**config.mk**
```make
export PLATFORM = sky130hd
export DESIGN_NAME = rps_back
export DESIGN_NICKNAME = d
export VERILOG_FILES = /design/src/sv/rps_pkg.sv /design/src/sv/rps_back.sv
export SDC_FILE = /design/constraint.sdc
export NUM_CORES = 2
export LEC_CHECK = 0
export ABC_AREA = 1
export BUFFER_PORTS_ARGS = -buffer_cell sky130_fd_sc_hd__clkbuf_2
export CELL_PAD_IN_SITES_DETAIL_PLACEMENT = 1
export CELL_PAD_IN_SITES_GLOBAL_PLACEMENT = 1
export CORE_MARGIN = 2
export CORE_UTILIZATION = 46
export DETAILED_ROUTE_END_ITERATION = 6
export PLACE_DENSITY_LB_ADDON = 0.1
export RECOVER_POWER = 50
export SLEW_MARGIN = 20
export SYNTH_ARGS = -nofsm -noshare
export SYNTH_HDL_FRONTEND = slang
export SYNTH_SLANG_ARGS = --single-unit
```
**constraint.sdc**
```tcl
create_clock -name clk -period 26.4 [get_ports clk]
set_input_delay 2.64 -clock clk [delete_from_list [all_inputs] [get_ports clk]]
set_output_delay 2.64 -clock clk [all_outputs]
set_load 0.01 [all_outputs]
```
**src/sv/rps_pkg.sv**
```systemverilog
package rps_pkg;

  localparam int PIX_W   = 16;
  localparam int COORD_W = 12;
  localparam int DIM_W   = 13;
  localparam int KIND_W  = 2;
  localparam int ADDR_W  = 5;
  localparam int DATA_W  = 32;

  localparam logic [KIND_W-1:0] KIND_PIXEL  = 2'd0;
  localparam logic [KIND_W-1:0] KIND_SLICE  = 2'd1;
  localparam logic [KIND_W-1:0] KIND_VOLUME = 2'd2;
  localparam logic [KIND_W-1:0] KIND_UNUSED = 2'd3;

  localparam logic [2:0] REG_LEFT   = 3'd0;
  localparam logic [2:0] REG_TOP    = 3'd1;
  localparam logic [2:0] REG_WIDTH  = 3'd2;
  localparam logic [2:0] REG_HEIGHT = 3'd3;
  localparam logic [2:0] REG_SKIP   = 3'd4;

  localparam int MEAN_W  = 24;
  localparam int STDEV_W = 24;
  localparam int ENT_W   = 62;
  localparam int CNT_W   = 30;

  localparam int Q_DEPTH = 4;
  localparam int Q_AW    = 2;

  localparam logic [63:0] LN2_Q64       = 64'hB17217F7D1CF79AB;
  localparam int          LOG_FRAC_BITS = 40;

  typedef struct packed {
    logic [KIND_W-1:0] kind;
    logic [PIX_W-1:0]  value;
  } item_t;

  typedef struct packed {
    logic               is_total;
    logic               empty_res;
    logic               overflow;
    logic [MEAN_W-1:0]  mean_q8;
    logic [STDEV_W-1:0] stdev_q8;
    logic [ENT_W-1:0]   entropy_sum_q8;
    logic [PIX_W-1:0]   pix_min;
    logic [PIX_W-1:0]   pix_max;
    logic [CNT_W-1:0]   pixel_count;
  } result_t;

  typedef struct packed {
    logic        start;
    logic [63:0] a;
    logic [63:0] b;
  } mul_req_t;

  typedef struct packed {
    logic         start;
    logic [127:0] num;
    logic [63:0]  den;
  } div_req_t;

endpackage

```
**src/sv/rps_back.sv**
```systemverilog
module rps_back import rps_pkg::*; #(
  parameter int MAX_DIM          = 4096,
  parameter int PIXEL_BITS       = 16,
  parameter int TOTAL_COUNT_BITS = 30
) (
  input  logic         clk,
  input  logic         rst_n,
  input  logic         q_empty,
  input  item_t        q_item,
  output logic         q_pop,
  output mul_req_t     mul_req,
  input  logic         mul_done,
  input  logic [127:0] mul_prod,
  output div_req_t     div_req,
  input  logic         div_done,
  input  logic [63:0]  div_quot,
  output result_t      res,
  output logic         res_valid,
  input  logic         res_pop
);

  localparam int SLICE_CAP = MAX_DIM * MAX_DIM;
  localparam int SC_W      = $clog2(SLICE_CAP) + 1;
  localparam int TC_W      = TOTAL_COUNT_BITS;
  localparam int SSUM_W    = PIXEL_BITS + SC_W - 1;
  localparam int TSUM_W    = PIXEL_BITS + TC_W;
  localparam int SSQ_W     = 2 * PIXEL_BITS + SC_W - 1;
  localparam int TSQ_W     = 2 * PIXEL_BITS + TC_W;
  localparam int SENT_W    = PIXEL_BITS + 13 + SC_W - 1;
  localparam int E_W       = $clog2(PIXEL_BITS);
  localparam int K_W       = $clog2(LOG_FRAC_BITS);

  typedef enum logic [4:0] {
    S_IDLE, S_CAP, S_SQ_W, S_LN_W, S_X_W, S_ACC,
    S_MEAN, S_MEAN_W, S_D_W, S_A_W, S_B_W, S_SD_W,
    S_SQA, S_SQR, S_OUT
  } state_t;

  state_t state_r;

  logic [SSUM_W-1:0] slice_sum_r;
  logic [SSQ_W-1:0]  slice_sq_r;
  logic [SENT_W-1:0] slice_ent_r;
  logic [PIX_W-1:0]  slice_min_r, slice_max_r;
  logic [SC_W-1:0]   slice_cnt_r;
  logic [TSUM_W-1:0] total_sum_r;
  logic [TSQ_W-1:0]  total_sq_r;
  logic [ENT_W-1:0]  total_ent_r;
  logic [PIX_W-1:0]  total_min_r, total_max_r;
  logic [TC_W-1:0]   total_cnt_r;
  logic              dropped_r;

  logic [PIXEL_BITS-1:0] v_r;
  logic [LOG_FRAC_BITS-1:0] frac_r;
  logic [E_W-1:0]        e_r;
  logic [K_W-1:0]        k_r;
  logic [31:0]           t_r;

  logic              is_total_r, ovf_r;
  logic [TSUM_W-1:0] s_sum_r;
  logic [TSQ_W-1:0]  s_sq_r;
  logic [ENT_W-1:0]  s_ent_r;
  logic [PIX_W-1:0]  s_min_r, s_max_r;
  logic [TC_W-1:0]   s_cnt_r;
  logic [MEAN_W-1:0] mean_r;
  logic [STDEV_W-1:0] stdev_r;
  logic [63:0]       d_r;
  logic [127:0]      a_r;
  logic [63:0]       sq_q_r, sq_res_r, sq_bit_r;

  mul_req_t mul_req_r;
  div_req_t div_req_r;
  result_t  res_r;
  logic     res_valid_r;

  logic [E_W-1:0]           e_c;
  logic [63:0]              m_init_c, sq_raw_c, sq_m_c, lg_c, x_c;
  logic                     sq_bit_c;
  logic [LOG_FRAC_BITS-1:0] frac_c;
  logic [PIX_W-1:0]         v16;
  logic [2*PIXEL_BITS-1:0]  vsq_c;
  logic                     cap_hit;

  assign q_pop     = (state_r == S_IDLE) && !q_empty;
  assign mul_req   = mul_req_r;
  assign div_req   = div_req_r;
  assign res       = res_r;
  assign res_valid = res_valid_r;
  assign v16       = PIX_W'(v_r);
  assign vsq_c     = {PIXEL_BITS'(0), v_r} * {PIXEL_BITS'(0), v_r};

  always_comb begin
    e_c = '0;
    for (int i = 1; i < PIXEL_BITS; i++) begin
      if (v_r[i]) e_c = E_W'(i);
    end
  end

  // mantissa in Q61, squared each pass to pull out one bit of log2
  assign m_init_c = 64'(v_r) << (6'd61 - 6'(e_c));
  assign sq_raw_c = mul_prod[124:61];
  assign sq_bit_c = (sq_raw_c[63:62] != 2'b00);
  assign sq_m_c   = sq_bit_c ? (sq_raw_c >> 1) : sq_raw_c;
  assign frac_c   = {frac_r[LOG_FRAC_BITS-2:0], sq_bit_c};
  assign lg_c     = (64'(e_r) << LOG_FRAC_BITS) | 64'(frac_c);
  assign x_c      = mul_prod[63:0] + 64'h0000_0000_8000_0000;

  assign cap_hit  = (total_cnt_r == '1) || (slice_cnt_r >= SC_W'(SLICE_CAP));

  always_ff @(posedge clk) begin
    if (!rst_n) begin
      state_r     <= S_IDLE;
      slice_sum_r <= '0;
      slice_sq_r  <= '0;
      slice_ent_r <= '0;
      slice_min_r <= '1;
      slice_max_r <= '0;
      slice_cnt_r <= '0;
      total_sum_r <= '0;
      total_sq_r  <= '0;
      total_ent_r <= '0;
      total_min_r <= '1;
      total_max_r <= '0;
      total_cnt_r <= '0;
      dropped_r   <= 1'b0;
      mul_req_r   <= '0;
      div_req_r   <= '0;
      res_valid_r <= 1'b0;
    end else begin
      mul_req_r.start <= 1'b0;
      div_req_r.start <= 1'b0;
      if (res_pop && res_valid_r) res_valid_r <= 1'b0;
      unique case (state_r)
        S_IDLE: begin
          if (!q_empty) begin
            if (q_item.kind == KIND_PIXEL) begin
              v_r     <= q_item.value[PIXEL_BITS-1:0];
              state_r <= S_CAP;
            end else begin
              is_total_r <= (q_item.kind == KIND_VOLUME);
              ovf_r      <= dropped_r;
              if (q_item.kind == KIND_VOLUME) begin
                s_sum_r     <= total_sum_r;
                s_sq_r      <= total_sq_r;
                s_ent_r     <= total_ent_r;
                s_min_r     <= total_min_r;
                s_max_r     <= total_max_r;
                s_cnt_r     <= total_cnt_r;
                total_sum_r <= '0;
                total_sq_r  <= '0;
                total_ent_r <= '0;
                total_min_r <= '1;
                total_max_r <= '0;
                total_cnt_r <= '0;
                dropped_r   <= 1'b0;
              end else begin
                s_sum_r <= TSUM_W'(slice_sum_r);
                s_sq_r  <= TSQ_W'(slice_sq_r);
                s_ent_r <= ENT_W'(slice_ent_r);
                s_min_r <= slice_min_r;
                s_max_r <= slice_max_r;
                s_cnt_r <= TC_W'(slice_cnt_r);
              end
              slice_sum_r <= '0;
              slice_sq_r  <= '0;
              slice_ent_r <= '0;
              slice_min_r <= '1;
              slice_max_r <= '0;
              slice_cnt_r <= '0;
              state_r     <= S_MEAN;
            end
          end
        end
        S_CAP: begin
          if (cap_hit) begin
            dropped_r <= 1'b1;
            state_r   <= S_IDLE;
          end else if (v_r < PIXEL_BITS'(2)) begin
            t_r     <= '0;
            state_r <= S_ACC;
          end else begin
            e_r       <= e_c;
            frac_r    <= '0;
            k_r       <= '0;
            mul_req_r <= '{start: 1'b1, a: m_init_c, b: m_init_c};
            state_r   <= S_SQ_W;
          end
        end
        S_SQ_W: begin
          if (mul_done) begin
            frac_r <= frac_c;
            if (k_r == K_W'(LOG_FRAC_BITS - 1)) begin
              mul_req_r <= '{start: 1'b1, a: lg_c, b: LN2_Q64};
              state_r   <= S_LN_W;
            end else begin
              k_r       <= k_r + 1'b1;
              mul_req_r <= '{start: 1'b1, a: sq_m_c, b: sq_m_c};
            end
          end
        end
        S_LN_W: begin
          if (mul_done) begin
            mul_req_r <= '{start: 1'b1, a: mul_prod[127:64], b: 64'(v_r)};
            state_r   <= S_X_W;
          end
        end
        S_X_W: begin
          if (mul_done) begin
            t_r     <= x_c[63:32];
            state_r <= S_ACC;
          end
        end
        S_ACC: begin
          slice_sum_r <= slice_sum_r + SSUM_W'(v_r);
          total_sum_r <= total_sum_r + TSUM_W'(v_r);
          slice_sq_r  <= slice_sq_r + SSQ_W'(vsq_c);
          total_sq_r  <= total_sq_r + TSQ_W'(vsq_c);
          slice_ent_r <= slice_ent_r + SENT_W'(t_r);
          total_ent_r <= total_ent_r + ENT_W'(t_r);
          if (v16 < slice_min_r) slice_min_r <= v16;
          if (v16 > slice_max_r) slice_max_r <= v16;
          if (v16 < total_min_r) total_min_r <= v16;
          if (v16 > total_max_r) total_max_r <= v16;
          slice_cnt_r <= slice_cnt_r + 1'b1;
          total_cnt_r <= total_cnt_r + 1'b1;
          state_r     <= S_IDLE;
        end
        S_MEAN: begin
          if (s_cnt_r == '0) begin
            state_r <= S_OUT;
          end else begin
            div_req_r <= '{start: 1'b1, num: 128'({s_sum_r, 8'd0}), den: 64'(s_cnt_r)};
            state_r   <= S_MEAN_W;
          end
        end
        S_MEAN_W: begin
          if (div_done) begin
            mean_r    <= div_quot[MEAN_W-1:0];
            mul_req_r <= '{start: 1'b1, a: 64'(s_cnt_r), b: 64'(s_cnt_r)};
            state_r   <= S_D_W;
          end
        end
        S_D_W: begin
          if (mul_done) begin
            d_r       <= mul_prod[63:0];
            mul_req_r <= '{start: 1'b1, a: 64'(s_cnt_r), b: 64'(s_sq_r)};
            state_r   <= S_A_W;
          end
        end
        S_A_W: begin
          if (mul_done) begin
            a_r       <= mul_prod;
            mul_req_r <= '{start: 1'b1, a: 64'(s_sum_r), b: 64'(s_sum_r)};
            state_r   <= S_B_W;
          end
        end
        S_B_W: begin
          if (mul_done) begin
            if (a_r < mul_prod) begin
              stdev_r <= '0;
              state_r <= S_OUT;
            end else begin
              div_req_r <= '{start: 1'b1, num: (a_r - mul_prod) << 16, den: d_r};
              state_r   <= S_SD_W;
            end
          end
        end
        S_SD_W: begin
          if (div_done) begin
            sq_q_r   <= div_quot;
            sq_res_r <= '0;
            sq_bit_r <= 64'd1 << 62;
            state_r  <= S_SQA;
          end
        end
        S_SQA: begin
          if (sq_bit_r > sq_q_r) sq_bit_r <= sq_bit_r >> 2;
          else                   state_r  <= S_SQR;
        end
        S_SQR: begin
          if (sq_bit_r == '0) begin
            stdev_r <= sq_res_r[STDEV_W-1:0];
            state_r <= S_OUT;
          end else begin
            if (sq_q_r >= sq_res_r + sq_bit_r) begin
              sq_q_r   <= sq_q_r - (sq_res_r + sq_bit_r);
              sq_res_r <= (sq_res_r >> 1) + sq_bit_r;
            end else begin
              sq_res_r <= sq_res_r >> 1;
            end
            sq_bit_r <= sq_bit_r >> 2;
          end
        end
        S_OUT: begin
          if (!res_valid_r) begin
            res_valid_r       <= 1'b1;
            res_r.is_total    <= is_total_r;
            res_r.overflow    <= ovf_r;
            res_r.pixel_count <= CNT_W'(s_cnt_r);
            if (s_cnt_r == '0) begin
              res_r.empty_res      <= 1'b1;
              res_r.mean_q8        <= '0;
              res_r.stdev_q8       <= '0;
              res_r.entropy_sum_q8 <= '0;
              res_r.pix_min        <= '0;
              res_r.pix_max        <= '0;
            end else begin
              res_r.empty_res      <= 1'b0;
              res_r.mean_q8        <= mean_r;
              res_r.stdev_q8       <= stdev_r;
              res_r.entropy_sum_q8 <= s_ent_r;
              res_r.pix_min        <= s_min_r;
              res_r.pix_max        <= s_max_r;
            end
            state_r <= S_IDLE;
          end
        end
        default: state_r <= S_IDLE;
      endcase
    end
  end

endmodule

```
==> impl_metrics.yaml <==
run_status:
  status: "finished, violations left"
  violations: "capacitance limit, slew limit"
min_path:
  hp-class: "register to register"
grt:
  grt_pass1_vias: 107000
  grt_max_degree: 158
  grt_antenna_before_repair: 76
  track_usage_pct: 41.4
  overflow: 0
  grt_pass1_wl_mm: 716
logic_synthesis:
  synth_warnings: 0
  synthTopCellsByArea: "edfxtp_1 26%, dfxtp_1 14%, nand2_1 10%"
  syn_inst: 13800
  yosysTopAreaCell: "edfxtp_1"
  ys_async_sr_fraction_pct: 0
  synth.avg_cell_area_um2: 7.63
  yosys-top-cells-count: "2,871 x nand2_1, 2,131 x inv_1, 1,396 x a21oi_1"
  synth-seq-cells: 1664
  yosysSeqAreaShare_pct: 40.2
  yosysMostFrequentCell: "nand2_1"
  ys_types: 72
  synth_flop_cell: "edfxtp_1"
  synth_edf_count: 906
  synthesis.area_mm2: 0.105
  synth_top_cell_area_share_pct: 25.8
timing:
  tightest_slew_ns: 7.80
  fin_setup_tns_ns: 0
  slew_viol_final: 1583
  final.min_clock_period_ns: 11.85
  period_share_pct: 44.9
  maxSlewHeadroom_pct: -420
  setup_violations: 0
  rsz0062_at_grt: "no"
  fin_skew_ns: 0.107
  fmax_ghz: 0.0844
  final_hold_viol_count: 0
detailed_routing:
  wirelength_mm: 498
  dr.pass1.iters: 6
  via_per_inst: 6.01
  vias: 106000
  detail-route-antenna-nets: 0
  route.detailed.drc: 0
  wl_per_cell_um: 28.3
  drtIter0Drc: 10900
cells_and_area:
  area_growth_pct: 11.6
  finish.instance_area_mm2: 0.118
  drive_gt1_share_pct: 4.85
  fin_nets: 15400
  fill_cells: 28700
critical_path:
  criticalPathCategory: "input port to register"
  required_ns: 26.87
  r2r_cells: 33
  critPathBufInv: 4
  crit_cells: 6
  cp-end-kind: "register"
  rrSetupSlack_ns: 15.82
  startpoint_type: "input port"
  path_cells: "clkbuf_1 -> inv_1 -> nor2_1 -> clkbuf_1 -> clkbuf_1 -> o21ai_0"
  crit_path_end: "s_cnt_r[18]"
  max_stage_delay_ns: 5.38
  slowest_stage: "clkbuf_1"
  path_delay_family: "buffers and inverters"
  crit_path_frequent_cell: "clkbuf_1"
  worstPathArrival_ns: 12.32
  startpoint: "q_item[17]"
  worstPathMaxFanout: 157
  r2r_start: "v16[15]"
  r2r_end: "total_sq_r[49]"
power_and_ir_drop:
  power_leakage_uw: 0.0495
  p_per_area_mw_per_mm2: 83.9
  ir_worst_vdd_mv: 0.160
clock_tree:
  cts_buffer_depth: 3
  numCtsBuffers: 190
  clock_latency_ns: 0.93
  cts_resized: 0
  path_clk_slew_ns: 0.06
  cts_hold_buf: 0
  postCtsSetupBuffers: 0
  htree_levels: 4
  root_buffer: "clkbuf_16"
  cts_tree: "yes"
  clock-sinks: 1664
floorplanning:
  die_x_um: 483
  start_util_pct: 46.3
  io-pin-count: 715
  core.rowCount: 175
  core_mm2: 0.227
  dieArea_mm2: 0.233
  die_h_um: 483
job:
  cap_violations: 28
place:
  dp_hpwl_mm: 389
  gp_congestion: 1.04
  dpl_cell_area_mm2: 0.112
  port_buffers: 706
-- power breakdown --
part	switching (µW)	internal, µW
Combinational	2870	1140
Sequential	169	2950
Clock	1240	1500
Total	4280	5590
-- per-stage QoR --
stage	hold WS, ns	utilization [%]	total power (µW)	worst slack, ns	std cells
finish	0.439	51.7	9870	14.55	17600
global route	0.457	51.7	10300	14.11	17600
CTS	0.443	52.0	9810	17.10	17600
detailed placement	0.410	49.2	7080	17.13	17200
global placement	0.412	49.2	6970	17.34	17200
floorplan	0.400	-	5630	6.29	13800
-- routing by layer --
metal  track usage, %  vias up  share of wire (%)
met3             7.07     1316                8.1
met2             65.1     4992                 45
li1                 -    47200                  -
met1             52.7    52300                 40
met4             26.5       26                7.6
met5                0        -              0.034
-- area by class of cell --
type                    instances  area, µm²  area share (%)
diodes                         45        113          0.0958
clock buffers                 259       5290            4.50
clock inverters               101       1080           0.917
inverters                    2151       8080            6.88
multi-input cells            9575      53300            45.3
flip-flops and latches       1664      42400            36.0
well taps                    3009       3760            3.20
repair buffers                817       3600            3.07
-- worst min-delay path by stage --
| stage | startpoint | endpoint | slack, ns | cells past startpoint |
|---|---|---|---|---|
| floorplan | ovf_r | res[172] | 0.40 | 0 |
| global placement | ovf_r | res[172] | 0.41 | 0 |
| detailed placement | ovf_r | res[172] | 0.41 | 0 |
| CTS | ovf_r | res[172] | 0.44 | 0 |
| global route | ovf_r | res[172] | 0.46 | 0 |
| finish | is_total_r | res[174] | 0.44 | 0 |
-- layout by cell type, fill, tap and decap left out, types with 39 or more instances in the layout --
cell,netlist,final
nand2_1,2871,2867
inv_1,2131,2126
a21oi_1,1396,1393
nor2_1,1379,1374
o21ai_0,962,962
edfxtp_1,906,906
dfxtp_1,758,758
clkbuf_1,322,627
ha_1,625,625
nand3_1,498,498
nor3_1,230,229
clkbuf_16,0,197
fa_1,167,167
a31oi_1,166,165
xor2_1,155,154
clkbuf_2,1,154
nand4_1,144,144
or2_2,101,101
xnor2_1,98,98
nor4_1,92,92
o211ai_1,85,85
buf_4,14,81
o21a_1,78,78
a211oi_1,64,63
o22ai_1,58,58
diode_2,0,45
a21o_1,41,41
clkinv_2,0,41
o21bai_1,39,39
-- kinds of logic (layout without fill, tap and decap cells) --
kind of cell    after synthesis  after routing  share of synthesized area (%)
other cells                   1             53                        0.00356
simple gates               5405           5405                           21.3
flops                      1664           1664                           40.2
xor+xnor                    253            253                           2.10
buf+inv                    2577           3328                           9.36
fa+ha+maj                   792            792                           10.6
compound gates             3117           3117                           16.4
-- state kept, by name (all words and copies together), names as in the netlist, 53 cells and up --
register / flops
slice_ent_r: 53
mul_req: 129
total_sq_r: 62
a_r: 128
s_sq_r: 62
sq_res_r: 64
res: 175
s_ent_r: 62
slice_sq_r: 56
sq_q_r: 64
div_req: 185
d_r: 64
total_ent_r: 62
Note: power is estimated with default switching activity, not from simulation.
